<file path="src/text_terminal_char_writer_unit_assert.svh">
// Assertion macros for the text terminal character writer.
`ifndef TEXT_TERMINAL_CHAR_WRITER_UNIT_ASSERT_SVH
`define TEXT_TERMINAL_CHAR_WRITER_UNIT_ASSERT_SVH

// Check that a condition implies a consequence in the same cycle.
`define TTCW_ASSERT_IMP(label, ante, cons) \
    label: assert property (@(posedge i_clk) disable iff (!i_rst_n) (ante) |-> (cons)) \
        else $error("ttcw same-cycle check failed");

// Check that a condition implies a consequence in the next cycle.
`define TTCW_ASSERT_NXT(label, ante, cons) \
    label: assert property (@(posedge i_clk) disable iff (!i_rst_n) (ante) |=> (cons)) \
        else $error("ttcw next-cycle check failed");

`endif

</file>
<file path="src/ttcw_pkg.sv">
// Shared types and constants of the text terminal character writer.
`timescale 1ns / 1ps
`default_nettype none

package ttcw_pkg;

    localparam int COL_W       = 7;
    localparam int ROW_W       = 5;
    localparam int CELL_W      = 16;
    localparam int POS_W       = 11;
    localparam int LIN_W       = 12;
    localparam int QUEUE_DEPTH = 2;
    localparam int QPTR_W      = $clog2(QUEUE_DEPTH);

    localparam logic [7:0]        NEWLINE_CODE = 8'h0A;
    localparam logic [7:0]        BLANK_CHAR   = 8'h20;
    localparam logic [7:0]        ATTR_RESET   = 8'h07;
    localparam logic [CELL_W-1:0] RESET_CELL   = 16'h0720;

    // Command kinds decided by the front end
    typedef enum logic [1:0] {
        K_PUT       = 2'd0,
        K_NEWLINE   = 2'd1,
        K_READ      = 2'd2,
        K_READ_NULL = 2'd3
    } t_kind;

    typedef struct packed {
        t_kind             kind;
        logic [7:0]        char_code;
        logic [COL_W-1:0]  read_column;
        logic [ROW_W-1:0]  read_row;
        logic [7:0]        attr;
    } t_cmd;

    typedef struct packed {
        logic valid;
        t_cmd cmd;
    } t_push;

    typedef struct packed {
        logic init_busy;
    } t_back_status;

endpackage

`default_nettype wire

</file>
<file path="src/ttcw_front.sv">
// Front end: attribute register, input handshake and command classification.
`timescale 1ns / 1ps
`default_nettype none

module ttcw_front #(
    parameter int COLUMNS = 80,
    parameter int ROWS    = 25
) (
    input  wire logic                     i_clk,
    input  wire logic                     i_rst_n,
    input  wire logic                     i_cfg_we,
    input  wire logic [7:0]               i_cfg_wdata,
    input  wire logic                     i_in_valid,
    output logic                          o_in_ready,
    input  wire logic                     i_action,
    input  wire logic [7:0]               i_char_code,
    input  wire logic [6:0]               i_read_column,
    input  wire logic [4:0]               i_read_row,
    input  wire logic                     i_fifo_full,
    input  wire ttcw_pkg::t_back_status   i_status,
    output ttcw_pkg::t_push               o_push
);
    import ttcw_pkg::*;

    localparam logic [COL_W:0] COL_LIMIT = (COL_W+1)'(COLUMNS);
    localparam logic [ROW_W:0] ROW_LIMIT = (ROW_W+1)'(ROWS);

    logic [7:0] r_attr;
    logic       w_in_range;

    // Hold the attribute for new characters
    always_ff @(posedge i_clk) begin
        if (!i_rst_n) begin
            r_attr <= ATTR_RESET;
        end else if (i_cfg_we) begin
            r_attr <= i_cfg_wdata;
        end
    end

    // Stall while the queue is full or the screen is being cleared after reset
    assign o_in_ready = !i_fifo_full && !i_status.init_busy;

    assign w_in_range = ({1'b0, i_read_column} < COL_LIMIT) &&
                        ({1'b0, i_read_row} < ROW_LIMIT);

    // Classify the transaction and capture the attribute with it
    always_comb begin
        o_push.valid           = i_in_valid && o_in_ready;
        o_push.cmd.char_code   = i_char_code;
        o_push.cmd.read_column = i_read_column;
        o_push.cmd.read_row    = i_read_row;
        o_push.cmd.attr        = r_attr;
        if (i_action) begin
            o_push.cmd.kind = w_in_range ? K_READ : K_READ_NULL;
        end else if (i_char_code == NEWLINE_CODE) begin
            o_push.cmd.kind = K_NEWLINE;
        end else begin
            o_push.cmd.kind = K_PUT;
        end
    end

endmodule

`default_nettype wire

</file>
<file path="config.mk">
export PLATFORM = sky130hd
export DESIGN_NAME = ttcw_front
export DESIGN_NICKNAME = d
export VERILOG_FILES = /design/src/text_terminal_char_writer_unit_assert.svh /design/src/ttcw_pkg.sv /design/src/ttcw_front.sv
export SDC_FILE = /design/constraint.sdc
export NUM_CORES = 1
export LEC_CHECK = 0
export BUFFER_PORTS_ARGS = -buffer_cell sky130_fd_sc_hd__buf_2
export CORE_MARGIN = 2
export CORE_UTILIZATION = 30
export CTS_CLUSTER_DIAMETER = 150
export DETAILED_ROUTE_END_ITERATION = 7
export PLACE_DENSITY = 0.77
export SLEW_MARGIN = 20
export SYNTH_ARGS = -nofsm -noshare
export SYNTH_HDL_FRONTEND = slang
export SYNTH_SLANG_ARGS = --single-unit
</file>
<file path="constraint.sdc">
create_clock -name i_clk -period 1.44 [get_ports i_clk]
set_clock_uncertainty 0.1 [all_clocks]
set_input_delay 0.216 -clock i_clk [delete_from_list [all_inputs] [get_ports i_clk]]
set_output_delay 0.216 -clock i_clk [all_outputs]
set_load 0.01 [all_outputs]
</file>
==> results_dict.tcl <==
set metrics [dict create \
    status "finished clean" \
    first_iter_violations 3 \
    p_total_w 0.000548 \
    setup_violations 0 \
    yosysUniqueCellTypes 12 \
    area_growth_pct 32.7 \
    ys_seq_area_share_pct 31.2 \
    powerDensity_nw_per_um2 805 \
    cts_hold_buf 0 \
    place.gp.congestion 0.575 \
    antenna_found_initial 0 \
    grt_use_total_pct 10.9 \
    syn_nets 89 \
    end_kind "primary output" \
    ff2ff_setup_slack_ns 0.73 \
    criticalPathCategory "in2out" \
    reg_top3 "r_attr: 8 flops" \
    drtPass1Iterations 2 \
    synth_top_area_share_pct 32.2 \
    cap_violations 0 \
    cts_buffer_depth 2 \
    fin_setup_tns_ns 0 \
    clock_latency_ns 0.24 \
    met1_usage_pct 8.29 \
    dieWidth_um 45.4 \
    cts_made_buffers 3 \
    rr_worst_depth 2 \
    holdPathEnd "r_attr[1]" \
    initial_core_util_pct 32.9 \
    worst-path-max-fanout 2 \
    synth_area_leader_cell "buf_4" \
    antenna-diode-count 0 \
    drive_above_1_share_pct 67.7 \
    use_met2_pct 23.1 \
    rsz0062_at_grt "no" \
    cp.required_ns 1.12 \
    cts_resized 0 \
    regToRegStartpoint "r_attr[7]" \
    cts_max_level 1 \
    synth.ff_latch_count 8 \
    synth.top_cells.by_count "22 x buf_4, 8 x dfxtp_1, 8 x mux2i_1" \
    worstPathArrival_ns 0.99 \
    gr-max-usage-layer "met2" \
    tritoncts "done" \
    overflow 0 \
    largest_register_ffs 8 \
    rows 14 \
    synth.avg_cell_area_um2 9.50 \
    portBuffers 58 \
    wl_per_cell_um 10.4 \
    cts.sinks 8 \
    regMostFlops "r_attr" \
    hold_class "in2reg" \
    fmax_mhz 763 \
    maxSlewViolCount 0 \
    fin_crit_sh_pct 91.0 \
    hold_viol 0 \
    yosysMostFrequentCell "buf_4" \
    ys_warn_count 0 \
    clk_pin_slew_ns 0.05 \
    post-cts-setup-buffers 0 \
    drc_errors 0 \
    drt-total-wl_um 1130 \
    ant_nets 0 \
    die_area_um2 2060 \
    synth-async-reset-ratio_pct 0 \
    max_slew.worst_pin.slew_ns 0.322 \
    die_y_um 45.4 \
    worst_setup_path_start_kind "primary input" \
    peakVddDrop_mv 0.435 \
    root_buffer "clkbuf_4" \
    final_nets 130 \
    core_um2 1560 \
    hold_start "i_cfg_wdata[1]" \
    ys.flop_type "dfxtp_1" \
    grt_first_pass_wirelength_um 1590 \
    min_period_ns 1.31 \
    grt_max_degree 9 \
    vias 498 \
    grt_use_met3_pct 2.00 \
    via_per_inst 4.57 \
    ioPinCount 67 \
    syn_inst 54 \
    rr_endpoint "r_attr[7]" \
    p_leak_nw 0.388 \
    first_global_vias 426 \
    relSlewSlack_pct 78.3 \
    syn_area_um2 513 \
    yosys-top-cells-area "buf_4 32%, dfxtp_1 31%, mux2i_1 16%" \
    synth_edf_count 0 \
    hold_depth 3 \
]
==> metrics by stage <==
step / hold slack, ns / cells / setup WS [ns] / instance area (um^2) / util, %
2_1_floorplan: 0.178 / 54 / 0.343 / 513 / -
5_1_grt: 0.0999 / 109 / 0.0578 / 681 / 43.7
3_3_place_gp: 0.327 / 106 / 0.165 / 658 / 42.2
3_5_place_dp: 0.332 / 106 / 0.108 / 658 / 42.2
6_report: 0.0849 / 109 / 0.129 / 681 / 43.7
4_1_cts: 0.0765 / 109 / 0.108 / 681 / 43.7
==> per-layer routing <==
metal  vias to the layer above  share of wire, %
met1                       217                31
met4                         0                 0
met5                         -                 0
met3                         0                13
met2                        42                55
li1                        239                 -
==> critical path, stage by stage <==
cell,delay [ns]
buf_2,0.11
nor4b_2,0.26
a21oi_1,0.10
a31oi_1,0.15
buf_2,0.15
==> cells by family after synthesis <==
group	count (synthesis)	synth area share (%)
buffers and inverters	22	32.2
AOI/OAI and AO/OA	4	4.88
muxes	8	15.6
and+or+nand+nor	12	16.1
DFF	8	31.2
==> where the power goes <==
group	switching, W	internal [W]
logic	0.0000694	0.0000767
clock network	0.0000661	0.0000947
registers	0.00000593	0.000235
total	0.000141	0.000407
==> final cells by class <==
class,count,area (um^2)
flip-flops and latches,8,160
repair buffers,58,290
multi-input cells,24,188
well taps,16,20.0
fillers,174,878
clock buffers,3,22.5
==> worst max-delay path by stage <==
stage              startpoint    endpoint  slack (ns)  depth (start not counted)
2_1_floorplan  i_char_code[2]  o_push[28]        0.34                          3
3_3_place_gp   i_char_code[2]  o_push[28]        0.16                          5
3_5_place_dp   i_char_code[2]  o_push[28]        0.11                          5
4_1_cts        i_char_code[2]  o_push[28]        0.11                          5
5_1_grt        i_char_code[2]  o_push[28]        0.06                          5
6_report       i_char_code[2]  o_push[28]        0.13                          5
==> layout by cell type, fill, tap and decap left out <==
cell type and instances:
clkbuf_4 3, nor2b_1 5, a21oi_1 1, nor2_1 1
mux2i_1 8, o311ai_0 1, dfxtp_1 8, a31oi_1 1
nor4b_2 2, buf_2 58, o21ai_0 1, and2_1 1
nand2_1 3
Note: power is estimated with default switching activity, not from simulation.
