### src/text_terminal_char_writer_unit_assert.svh
// Assertion macros for the text terminal character writer.
`ifndef TEXT_TERMINAL_CHAR_WRITER_UNIT_ASSERT_SVH
`define TEXT_TERMINAL_CHAR_WRITER_UNIT_ASSERT_SVH

// Check that a condition implies a consequence in the same cycle.
`define TTCW_ASSERT_IMP(label, ante, cons) \
    label: assert property (@(posedge i_clk) disable iff (!i_rst_n) (ante) |-> (cons)) \
        else $error("ttcw same-cycle check failed");

// Check that a condition implies a consequence in the next cycle.
`define TTCW_ASSERT_NXT(label, ante, cons) \
    label: assert property (@(posedge i_clk) disable iff (!i_rst_n) (ante) |=> (cons)) \
        else $error("ttcw next-cycle check failed");

`endif

### src/ttcw_pkg.sv
// Shared types and constants of the text terminal character writer.
`timescale 1ns / 1ps
`default_nettype none

package ttcw_pkg;

    localparam int COL_W       = 7;
    localparam int ROW_W       = 5;
    localparam int CELL_W      = 16;
    localparam int POS_W       = 11;
    localparam int LIN_W       = 12;
    localparam int QUEUE_DEPTH = 2;
    localparam int QPTR_W      = $clog2(QUEUE_DEPTH);

    localparam logic [7:0]        NEWLINE_CODE = 8'h0A;
    localparam logic [7:0]        BLANK_CHAR   = 8'h20;
    localparam logic [7:0]        ATTR_RESET   = 8'h07;
    localparam logic [CELL_W-1:0] RESET_CELL   = 16'h0720;

    // Command kinds decided by the front end
    typedef enum logic [1:0] {
        K_PUT       = 2'd0,
        K_NEWLINE   = 2'd1,
        K_READ      = 2'd2,
        K_READ_NULL = 2'd3
    } t_kind;

    typedef struct packed {
        t_kind             kind;
        logic [7:0]        char_code;
        logic [COL_W-1:0]  read_column;
        logic [ROW_W-1:0]  read_row;
        logic [7:0]        attr;
    } t_cmd;

    typedef struct packed {
        logic valid;
        t_cmd cmd;
    } t_push;

    typedef struct packed {
        logic init_busy;
    } t_back_status;

endpackage

`default_nettype wire

### src/ttcw_cmd_fifo.sv
// Short command queue between the front end and the back end.
`timescale 1ns / 1ps
`default_nettype none

module ttcw_cmd_fifo (
    input  wire logic             i_clk,
    input  wire logic             i_rst_n,
    input  wire ttcw_pkg::t_push  i_push,
    input  wire logic             i_pop,
    output logic                  o_empty,
    output logic                  o_full,
    output ttcw_pkg::t_cmd        o_head
);
    import ttcw_pkg::*;

    localparam logic [QPTR_W-1:0] PTR_LAST = QPTR_W'(QUEUE_DEPTH - 1);
    localparam logic [QPTR_W:0]   CNT_FULL = (QPTR_W+1)'(QUEUE_DEPTH);

    t_cmd              r_slot [QUEUE_DEPTH];
    logic [QPTR_W-1:0] r_wptr;
    logic [QPTR_W-1:0] r_rptr;
    logic [QPTR_W:0]   r_count;
    logic [QPTR_W-1:0] n_wptr;
    logic [QPTR_W-1:0] n_rptr;
    logic [QPTR_W:0]   n_count;

    assign o_empty = (r_count == '0);
    assign o_full  = (r_count == CNT_FULL);
    assign o_head  = r_slot[r_rptr];

    // Advance pointers and count
    always_comb begin
        n_wptr  = r_wptr;
        n_rptr  = r_rptr;
        n_count = r_count;
        if (i_push.valid) begin
            n_wptr = (r_wptr == PTR_LAST) ? '0 : r_wptr + 1'b1;
        end
        if (i_pop) begin
            n_rptr = (r_rptr == PTR_LAST) ? '0 : r_rptr + 1'b1;
        end
        if (i_push.valid && !i_pop) begin
            n_count = r_count + 1'b1;
        end else if (!i_push.valid && i_pop) begin
            n_count = r_count - 1'b1;
        end
    end

    always_ff @(posedge i_clk) begin
        if (!i_rst_n) begin
            r_wptr  <= '0;
            r_rptr  <= '0;
            r_count <= '0;
        end else begin
            r_wptr  <= n_wptr;
            r_rptr  <= n_rptr;
            r_count <= n_count;
        end
    end

    // Store the pushed command
    always_ff @(posedge i_clk) begin
        if (i_push.valid) begin
            r_slot[r_wptr] <= i_push.cmd;
        end
    end

endmodule

`default_nettype wire

### config.mk
export PLATFORM = sky130hd
export DESIGN_NAME = ttcw_cmd_fifo
export DESIGN_NICKNAME = d
export VERILOG_FILES = /design/src/text_terminal_char_writer_unit_assert.svh /design/src/ttcw_pkg.sv /design/src/ttcw_cmd_fifo.sv
export SDC_FILE = /design/constraint.sdc
export NUM_CORES = 1
export LEC_CHECK = 0
export BUFFER_PORTS_ARGS = -buffer_cell sky130_fd_sc_hd__buf_2
export CORE_MARGIN = 3
export CORE_UTILIZATION = 50
export CTS_CLUSTER_DIAMETER = 40
export DETAILED_ROUTE_END_ITERATION = 7
export PLACE_DENSITY = 0.77
export SYNTH_ARGS = -nofsm -noshare
export SYNTH_HDL_FRONTEND = slang
export SYNTH_SLANG_ARGS = --single-unit
### constraint.sdc
create_clock -name i_clk -period 5.7 [get_ports i_clk]
set_clock_uncertainty 0.1 [all_clocks]
set_input_delay 0.57 -clock i_clk [delete_from_list [all_inputs] [get_ports i_clk]]
set_output_delay 0.57 -clock i_clk [all_outputs]
set_load 0.05 [all_outputs]
==> impl_metrics.py, run 1 <==
metrics = {
    "outcome": {
        "outcome": "completed",
    },
    "yosys": {
        "synth-seq-cells": 65,
        "yosysTopAreaCell": "edfxtp_1",
        "avgSynthCellArea_um2": 20.6,
        "syn_area_um2": 2370,
        "synth-edff-count": 60,
        "synth.area.top_cells": "edfxtp_1 76%, mux2_2 14%, dfxtp_1 4.2%",
        "yosysMostFrequentCell": "edfxtp_1",
        "ys_top_cells_by_count": "60 x edfxtp_1, 30 x mux2_2, 5 x dfxtp_1",
        "synth.distinct_cells": 16,
        "synth_top_area_share_pct": 75.9,
        "yosysWarningCount": 0,
        "async_reset_ff_share_pct": 0,
        "synth_nets": 150,
        "ys_seq_area_share_pct": 80.1,
        "synth_cells": 115,
        "synth_ff_type": "edfxtp_1",
    },
    "layout": {
        "multi_input_area_um2": 455,
        "antennaDiodeCount": 0,
        "syn_to_final_growth_pct": 27.0,
        "design_area_um2": 3020,
        "final_nets": 226,
        "seq_area_um2": 1900,
        "drive_gt1_share_pct": 58.7,
        "num-fill-cells": 308,
        "stdcell_count": 248,
    },
    "place": {
        "place_area_um2": 2770,
        "pre_cts_ws_ns": 3.52,
        "dp_cells": 232,
        "hpwl_mm": 2.73,
        "io_buffer_count": 65,
        "place.gp.congestion": 0.713,
    },
    "timing": {
        "rsz0062_at_grt": "no",
        "finalSetupTns_ns": 0,
        "setup_ws_ns": 3.24,
        "worst_pin_slew_ns": 0.826,
        "period_share_pct": 43.1,
        "relSlewSlack_pct": 44.7,
        "setup_viol": 0,
        "final-hold-violation-count": 0,
        "slew_violations": 0,
        "min_period_ns": 2.46,
        "fmax_mhz": 407,
    },
    "routing": {
        "routedWlPerCell_um": 16.0,
        "drt_iter0_drc": 55,
        "drc": 0,
        "viasPerCell": 5.09,
        "routed_wl_mm": 3.98,
        "postRouteAntennaNets": 0,
        "drtPass1Iterations": 4,
        "vias": 1263,
    },
    "worst_setup_path": {
        "crit_type": "flop to output pin",
        "r2r-start": "r_wptr",
        "end_kind": "output pin",
        "worstPathRequired_ns": 5.03,
        "regToRegSetupSlack_ns": 3.91,
        "critPathArrivalTime_ns": 1.79,
        "start_kind": "flop",
        "r2r_cells": 2,
        "critPathMaxFanout": 24,
        "r2r-end": "r_slot[1][5]",
    },
    "pwr": {
        "power_density_nw_per_um2": 400,
        "ir_drop_uv": 280,
        "p_leak_uw": 0.00116,
    },
    "floorplanning": {
        "die_x_um": 74.9,
        "start_util_pct": 53.0,
        "fp.dieH_um": 74.9,
        "core-area_um2": 4470,
        "dieArea_um2": 5610,
        "io_pins": 66,
        "rows": 24,
    },
    "global_route": {
        "grt_pass1_vias": 1364,
        "grt_max_degree": 25,
        "grt_pass1_wl_mm": 6.11,
        "track_usage_pct": 15.4,
        "antenna_found_initial": 0,
        "grt-ovfl-total": 0,
    },
    "cts": {
        "path_clk_slew_ns": 0.07,
        "clock_latency_ns": 0.33,
        "post_cts_buffers": 0,
        "holdBufCountCts": 0,
        "clkSinkCount": 65,
        "htree_levels": 3,
        "cts-resized-gates": 0,
        "clock_path_buffers": 2,
        "cts-root-buf": "clkbuf_8",
        "cts_inserted_buffers": 9,
        "cts_tree": "yes",
    },
    "flow_run": {
        "cap_violations": 0,
    },
    "hold_path": {
        "hp-class": "input port to flop",
        "holdPathStages": 1,
        "holdCritStartpoint": "i_push[13]",
        "hold_end": "r_slot[0][13]",
    },
}
==> layout make-up <==
| class | instances | share of cell area (%) |
|---|---|---|
| sequential | 65 | 63.1 |
| multi-input combinational | 46 | 15.1 |
| clock buffer | 9 | 4.11 |
| timing repair buffer | 68 | 11.5 |
| inverter | 1 | 0.124 |
| tap | 52 | 2.16 |
| clock inverter | 7 | 3.90 |
==> flip-flops by register name (all words and copies together), names as in the netlist, named ones only <==
register,cells
r_rptr,1
r_slot,60
r_count,2
r_wptr,1
==> power by group <==
part           internal [uW]  leakage (uW)  switching [uW]  total, uW
registers                550      0.000605            9.12        559
clock network            290      0.000114             175        465
logic                   54.8      0.000442             128        183
==> cell families after synthesis <==
family / count (synthesis) / synth area share [%]
fa+ha+maj: 1 / 0.527
simple gates: 9 / 2.37
flops: 65 / 80.1
compound gates: 3 / 0.843
buf+inv: 4 / 0.790
mux: 30 / 14.2
xor+xnor: 3 / 1.11
==> metrics by stage <==
stage               hold WS [ns]  total power, uW  utilization [%]
detailed placement         0.415              754             62.0
finish                     0.322             1210             67.4
global route               0.306             1250             67.4
global placement           0.376              749             62.0
floorplan                  0.366              707                -
CTS                        0.308             1220             67.4
==> worst max-delay path, cell delays in order (launching register included) <==
cell	delay (ns)
dfxtp_1	0.49
buf_4	0.37
mux2_2	0.38
buf_2	0.21
==> cells in the final DEF (no fill, tap or decap), types with 2 or more instances in the layout <==
| cell | count |
|---|---|
| and2_1 | 4 |
| buf_2 | 65 |
| buf_4 | 3 |
| bufinv_16 | 3 |
| clkbuf_8 | 9 |
| clkinvlp_4 | 2 |
| dfxtp_1 | 5 |
| edfxtp_1 | 60 |
| mux2_2 | 30 |
| xor2_1 | 2 |
==> worst max-delay path by stage <==
stage               cells after the start  slack [ns]  startpoint            to
finish                                  3        3.24        flop    o_head[23]
global route                            3        3.13        flop     o_head[1]
CTS                                     3        3.20        flop     o_head[0]
detailed placement                      3        3.52  i_push[30]  r_slot[0][5]
global placement                        3        3.60  i_push[30]  r_slot[0][1]
floorplan                               1        3.22  i_push[30]  r_slot[0][0]
==> per-layer routing <==
metal	part of all wire (%)	GRT usage, %	up-vias	routed length [um]
met5	0	0	-	0
met4	2.2	8.89	0	88
met3	5.3	5.47	9	209
met2	55	26.3	34	2210
met1	37	16.4	627	1470
li1	-	-	593	-
Note: power is estimated with default switching activity, not from simulation.
==> run 2: changes to the inputs <==
--- a/config.mk
+++ b/config.mk
@@ -5,12 +5,13 @@
 export SDC_FILE = /design/constraint.sdc
 export NUM_CORES = 1
 export LEC_CHECK = 0
+export ABC_AREA = 1
 export BUFFER_PORTS_ARGS = -buffer_cell sky130_fd_sc_hd__buf_2
 export CORE_MARGIN = 3
 export CORE_UTILIZATION = 50
 export CTS_CLUSTER_DIAMETER = 40
 export DETAILED_ROUTE_END_ITERATION = 7
-export PLACE_DENSITY = 0.77
+export PLACE_DENSITY = 0.76
 export SYNTH_ARGS = -nofsm -noshare
 export SYNTH_HDL_FRONTEND = slang
 export SYNTH_SLANG_ARGS = --single-unit
==> constraint.sdc (replaced) <==
create_clock -name i_clk -period 2.55 [get_ports i_clk]
set_clock_uncertainty 0.1 [all_clocks]
set_input_delay 0.255 -clock i_clk [delete_from_list [all_inputs] [get_ports i_clk]]
set_output_delay 0.255 -clock i_clk [all_outputs]
set_load 0.05 [all_outputs]
==> run 2 against run 1 <==
Effect of this change: first-iteration DRC count rose by 62%; cell count rose by 21%; largest cell class unchanged; register-to-register slack got worse by 2.8 ns; non-clock buffer count rose by 25; highest routed layer unchanged; final area rose by 13%; setup slack got worse by 2.8 ns; area after synthesis rose by 5.9%; global-route usage rose by 1.4 points.
==> impl_metrics.py, run 2 <==
metrics = {
    "outcome": {
        "outcome": "completed",
    },
    "timing": {
        "setup_viol": 0,
        "finalSetupTns_ns": 0,
        "final-hold-violation-count": 0,
        "worst_pin_slew_ns": 0.534,
        "slew_violations": 0,
        "fmax_mhz": 471,
        "holdWs_ns": 0.0150,
        "period_share_pct": 83.3,
        "min_period_ns": 2.13,
        "setup_ws_ns": 0.425,
        "rsz0062_at_grt": "no",
        "relSlewSlack_pct": 64.3,
    },
    "yosys": {
        "async_reset_ff_share_pct": 0,
        "synth_nets": 163,
        "synth-simple-area-share_pct": 2.99,
        "ys_top_cells_by_count": "60 x edfxtp_1, 30 x mux2_4, 9 x nor2_1",
        "yosysTopAreaCell": "edfxtp_1",
        "yosysMostFrequentCell": "edfxtp_1",
        "synth_ff_type": "edfxtp_1",
        "synth_top_family_by_area": "multiplexers",
        "synthMuxAreaShare_pct": 17.9,
        "synth_compound_area_share_pct": 0.398,
        "yosysWarningCount": 0,
        "avgSynthCellArea_um2": 19.6,
        "synth_adder_area_share_pct": 0.498,
        "ys_seq_area_share_pct": 75.7,
        "synth.distinct_cells": 12,
        "synth-seq-cells": 65,
        "synth_top_area_share_pct": 71.7,
        "syn_area_um2": 2510,
        "synth-edff-count": 60,
        "synth_cells": 128,
        "synth_xor_area_share_pct": 0,
        "synth.area.top_cells": "edfxtp_1 72%, mux2_4 18%, dfxtp_1 4.0%",
    },
    "place": {
        "pre_cts_ws_ns": 0.771,
        "io_buffer_count": 65,
        "place.gp.congestion": 0.681,
        "hpwl_mm": 3.00,
        "dp_cells": 260,
    },
    "worst_setup_path": {
        "worstPathRequired_ns": 2.19,
        "cp_top_family": "flip-flops",
        "start_kind": "flop",
        "critPathMaxFanout": 16,
        "crit_type": "flop to output pin",
        "end_kind": "output pin",
        "cpPeakStageDelay_ns": 0.66,
        "r2r-start": "r_wptr",
        "cp_cell_sequence": "buf_12, mux2_4, buf_2",
        "cp_num_buf_inv": 2,
        "critPathArrivalTime_ns": 1.77,
        "cp_slowest_cell": "dfxtp_2",
    },
    "floorplanning": {
        "die_x_um": 76.9,
        "start_util_pct": 52.5,
        "dieArea_um2": 5910,
        "io_pins": 66,
        "core-area_um2": 4790,
        "fp.dieH_um": 76.9,
        "rows": 25,
    },
    "global_route": {
        "grt_pass1_vias": 1551,
        "antenna_found_initial": 0,
        "grt_pass1_wl_mm": 7.38,
        "grt-ovfl-total": 0,
        "grt_max_degree": 31,
        "track_usage_pct": 16.8,
    },
    "layout": {
        "top_regs": "r_slot: 60 flops, r_count: 2 flops",
        "syn_to_final_growth_pct": 35.5,
        "mostFrequentLayoutCells": "65 x buf_2, 60 x edfxtp_1, 30 x mux2_4",
        "final_nets": 264,
        "largest_reg_flops": 60,
        "num-fill-cells": 320,
        "top_register": "r_slot",
        "drive_gt1_share_pct": 49.1,
        "antennaDiodeCount": 0,
        "mostFrequentLayoutCell": "buf_2",
        "stdcell_count": 301,
    },
    "routing": {
        "drt_iter0_drc": 89,
        "viasPerCell": 4.66,
        "routedWlPerCell_um": 14.9,
        "vias": 1404,
        "postRouteAntennaNets": 0,
        "drc": 0,
        "drtPass1Iterations": 4,
        "routed_wl_mm": 4.50,
    },
    "cts": {
        "cts-root-buf": "clkbuf_8",
        "cts_inserted_buffers": 9,
        "cts_tree": "yes",
        "htree_levels": 3,
        "clock_path_buffers": 2,
        "path_clk_slew_ns": 0.07,
        "clkSinkCount": 65,
        "clock_latency_ns": 0.33,
        "post_cts_buffers": 0,
        "holdBufCountCts": 25,
        "cts-resized-gates": 0,
    },
    "pwr": {
        "power_density_nw_per_um2": 765,
        "ir_drop_uv": 502,
        "p_leak_uw": 0.00142,
    },
    "hold_path": {
        "holdCritStartpoint": "i_push[24]",
        "hp-class": "input port to flop",
    },
    "flow_run": {
        "cap_violations": 0,
    },
}
run 2: cell count changes after synthesis, moves of 4 or more:
cell     before  now
nand2_1       0    8
nor2_1        1    9
mux2_4        0   30
and2_1        4    0
mux2_2       30    0
inv_1         1    8
run 2: worst paths after layout:
check                                     end  slack, ns  depth (start not counted)
worst min register to register         r_rptr       0.41                          2
worst max register to register  r_slot[0][17]       1.13                          2
worst max-delay path               o_head[23]       0.42                          3
worst min-delay path            r_slot[0][24]       0.02                          1
run 2: power by group:
group	internal [uW]	total, uW	switching (uW)	leakage (uW)
registers	1230	1260	28.3	0.000605
logic	161	429	268	0.000704
clock network	545	918	372	0.000106
total	1940	2600	669	0.00142
run 2: area by class of cell:
| type | instances | area, um^2 | area share [%] |
|---|---|---|---|
| inverter | 8 | 30.0 | 0.882 |
| tap | 67 | 83.8 | 2.46 |
| sequential | 65 | 1900 | 55.9 |
| clock inverter | 6 | 82.6 | 2.42 |
| timing repair buffer | 93 | 623 | 18.3 |
| clock buffer | 10 | 128 | 3.75 |
| multi-input combinational | 52 | 556 | 16.3 |
run 2: metal layers:
metal / vias to the layer above / share of wire, % / GRT usage [%]
li1: 678 / - / -
met1: 673 / 38 / 17.2
met2: 45 / 54 / 29.7
met3: 8 / 6.6 / 5.28
met4: 0 / 1.7 / 10.3
met5: - / 0 / 0
run 2: cells by family after synthesis:
family / count (synthesis)
AOI/OAI and AO/OA: 2
adders and majority gates: 1
buffers and inverters: 11
DFF: 65
muxes: 30
and+or+nand+nor: 19
run 2: metrics by stage:
stage          cell area (um^2)  total power, uW  utilization (%)
2_1_floorplan              2510             1580                -
4_1_cts                    3410             2630             71.2
3_5_place_dp               2950             1680             61.5
5_1_grt                    3410             2700             71.2
3_3_place_gp               2950             1670             61.5
6_report                   3410             2600             71.2
==> run 3: changes to the inputs <==
--- a/config.mk
+++ b/config.mk
@@ -8,10 +8,10 @@
 export ABC_AREA = 1
 export BUFFER_PORTS_ARGS = -buffer_cell sky130_fd_sc_hd__buf_2
 export CORE_MARGIN = 3
-export CORE_UTILIZATION = 50
+export CORE_UTILIZATION = 47
 export CTS_CLUSTER_DIAMETER = 40
 export DETAILED_ROUTE_END_ITERATION = 7
-export PLACE_DENSITY = 0.76
+export PLACE_DENSITY = 0.75
 export SYNTH_ARGS = -nofsm -noshare
 export SYNTH_HDL_FRONTEND = slang
 export SYNTH_SLANG_ARGS = --single-unit
==> constraint.sdc (replaced) <==
create_clock -name i_clk -period 1.72 [get_ports i_clk]
set_clock_uncertainty 0.1 [all_clocks]
set_input_delay 0.172 -clock i_clk [delete_from_list [all_inputs] [get_ports i_clk]]
set_output_delay 0.172 -clock i_clk [all_outputs]
set_load 0.05 [all_outputs]
==> run 3 against run 2 <==
Effect of this change: sequential cell count unchanged; cell count grew 2.3%; critical endpoint is now o_head[18]; final area rose by 5.2%; register-to-register slack got worse by 0.65 ns; largest power group unchanged; utilization grew 1.3 points.
==> impl_metrics.py, run 3 (synthesis results as in run 2) <==
metrics = {
    "layout": {
        "num-fill-cells": 330,
        "top_regs": "r_slot: 60 flops, r_count: 2 flops",
        "multi_input_area_um2": 556,
        "top_register": "r_slot",
        "largest_reg_flops": 60,
        "design_area_um2": 3580,
        "mostFrequentLayoutCells": "60 x edfxtp_1, 48 x buf_2, 31 x dlygate4sd3_1",
        "final_nets": 273,
        "mostFrequentLayoutCell": "edfxtp_1",
        "final_util_pct": 72.5,
        "antennaDiodeCount": 0,
        "seq_area_um2": 1910,
        "stdcell_count": 308,
        "syn_to_final_growth_pct": 42.6,
        "drive_gt1_share_pct": 47.7,
    },
    "cts": {
        "path_clk_slew_ns": 0.06,
        "clkSinkCount": 65,
        "cts-root-buf": "clkbuf_8",
        "htree_levels": 3,
        "clock_latency_ns": 0.33,
        "cts_tree": "yes",
        "cts_inserted_buffers": 9,
        "clock_path_buffers": 2,
    },
    "timing": {
        "setup_viol": 0,
        "min_period_ns": 1.69,
        "slew_violations": 0,
        "setup_ws_ns": 0.0338,
        "finalSetupTns_ns": 0,
        "rsz0062_at_grt": "yes",
        "fmax_mhz": 593,
        "worst_pin_slew_ns": 0.256,
        "period_share_pct": 98.0,
        "relSlewSlack_pct": 83.1,
        "final-hold-violation-count": 0,
    },
    "routing": {
        "routedWlPerCell_um": 15.8,
        "drt_iter0_drc": 42,
        "drc": 0,
        "vias": 1471,
        "routed_wl_mm": 4.88,
        "drtPass1Iterations": 4,
        "viasPerCell": 4.78,
        "postRouteAntennaNets": 0,
    },
    "place": {
        "place_area_um2": 2950,
        "hpwl_mm": 3.15,
        "place.gp.congestion": 0.587,
        "dp_cells": 262,
        "io_buffer_count": 65,
        "pre_cts_ws_ns": 0.322,
    },
    "worst_setup_path": {
        "worstPathRequired_ns": 1.45,
        "critPathArrivalTime_ns": 1.41,
        "crit_type": "flop to output pin",
        "critPathMaxFanout": 15,
        "end_kind": "output pin",
        "start_kind": "flop",
    },
    "pwr": {
        "ir_drop_uv": 803,
        "p_leak_uw": 0.00149,
        "power_density_nw_per_um2": 1080,
    },
    "floorplanning": {
        "rows": 25,
        "dieArea_um2": 6260,
        "core-area_um2": 4940,
        "start_util_pct": 50.9,
        "fp.dieH_um": 79.1,
        "io_pins": 66,
        "die_x_um": 79.1,
    },
    "global_route": {
        "grt_pass1_vias": 1628,
        "antenna_found_initial": 0,
        "grt_max_degree": 19,
        "grt_pass1_wl_mm": 7.69,
        "grt-ovfl-total": 0,
        "track_usage_pct": 17.2,
    },
    "flow_run": {
        "cap_violations": 0,
    },
    "outcome": {
        "outcome": "completed",
    },
    "hold_path": {
        "hp-class": "input port to flop",
    },
}
run 3: final timing paths:
path	startpoint	end	slack [ns]	cells past startpoint
setup / recovery	flop	o_head[18]	0.03	3
hold / removal	i_pop	flop	0.02	3
setup reg to reg	r_wptr	r_slot[1][24]	0.48	3
hold reg to reg	r_rptr	flop	0.40	2
run 3: cell type report:
cell class                 instances  share of cell area [%]
clock buffer                       9                    3.46
clock inverter                     5                    2.03
inverter                           8                   0.838
multi-input combinational         52                    15.5
sequential                        65                    53.2
tap                               67                    2.34
timing repair buffer             102                    22.7
run 3: worst max-delay path, stage by stage, from the launching register on:
cell and delay (ns):
dfxtp_4 0.39, buf_16 0.18, mux2_4 0.31, buf_2 0.21
run 3: metal layers:
layer	part of all wire [%]	global-route usage (%)	routed length, um	up-vias
li1	-	-	-	696
met1	35	16.3	1730	709
met2	56	31.6	2750	54
met3	6.3	5.67	307	12
met4	1.9	10.5	95	0
met5	0	0	0	-
run 3: repair_timing:
action	in CTS	in global routing
cloned	1	0
buffers inserted	0	0
endpoints found under the hold margin	61	0
pin swaps	0	0
setup endpoints to repair	30	28
gates resized for setup	18	17
hold buffers	31	0
run 3: stage by stage:
stage | power (uW) | hold slack [ns]
floorplan | 2340 | 0.171
global placement | 2470 | 0.260
detailed placement | 2500 | 0.265
CTS | 3900 | 0.00321
global route | 4040 | 0.0183
finish | 3870 | 0.0241
run 3: report_power, final:
part	leakage [uW]	switching (uW)	total, uW	internal [uW]
Combinational	0.000781	423	720	297
Clock	0.000100	512	1300	787
Sequential	0.000605	32.4	1860	1820
Total	0.00149	968	3870	2910
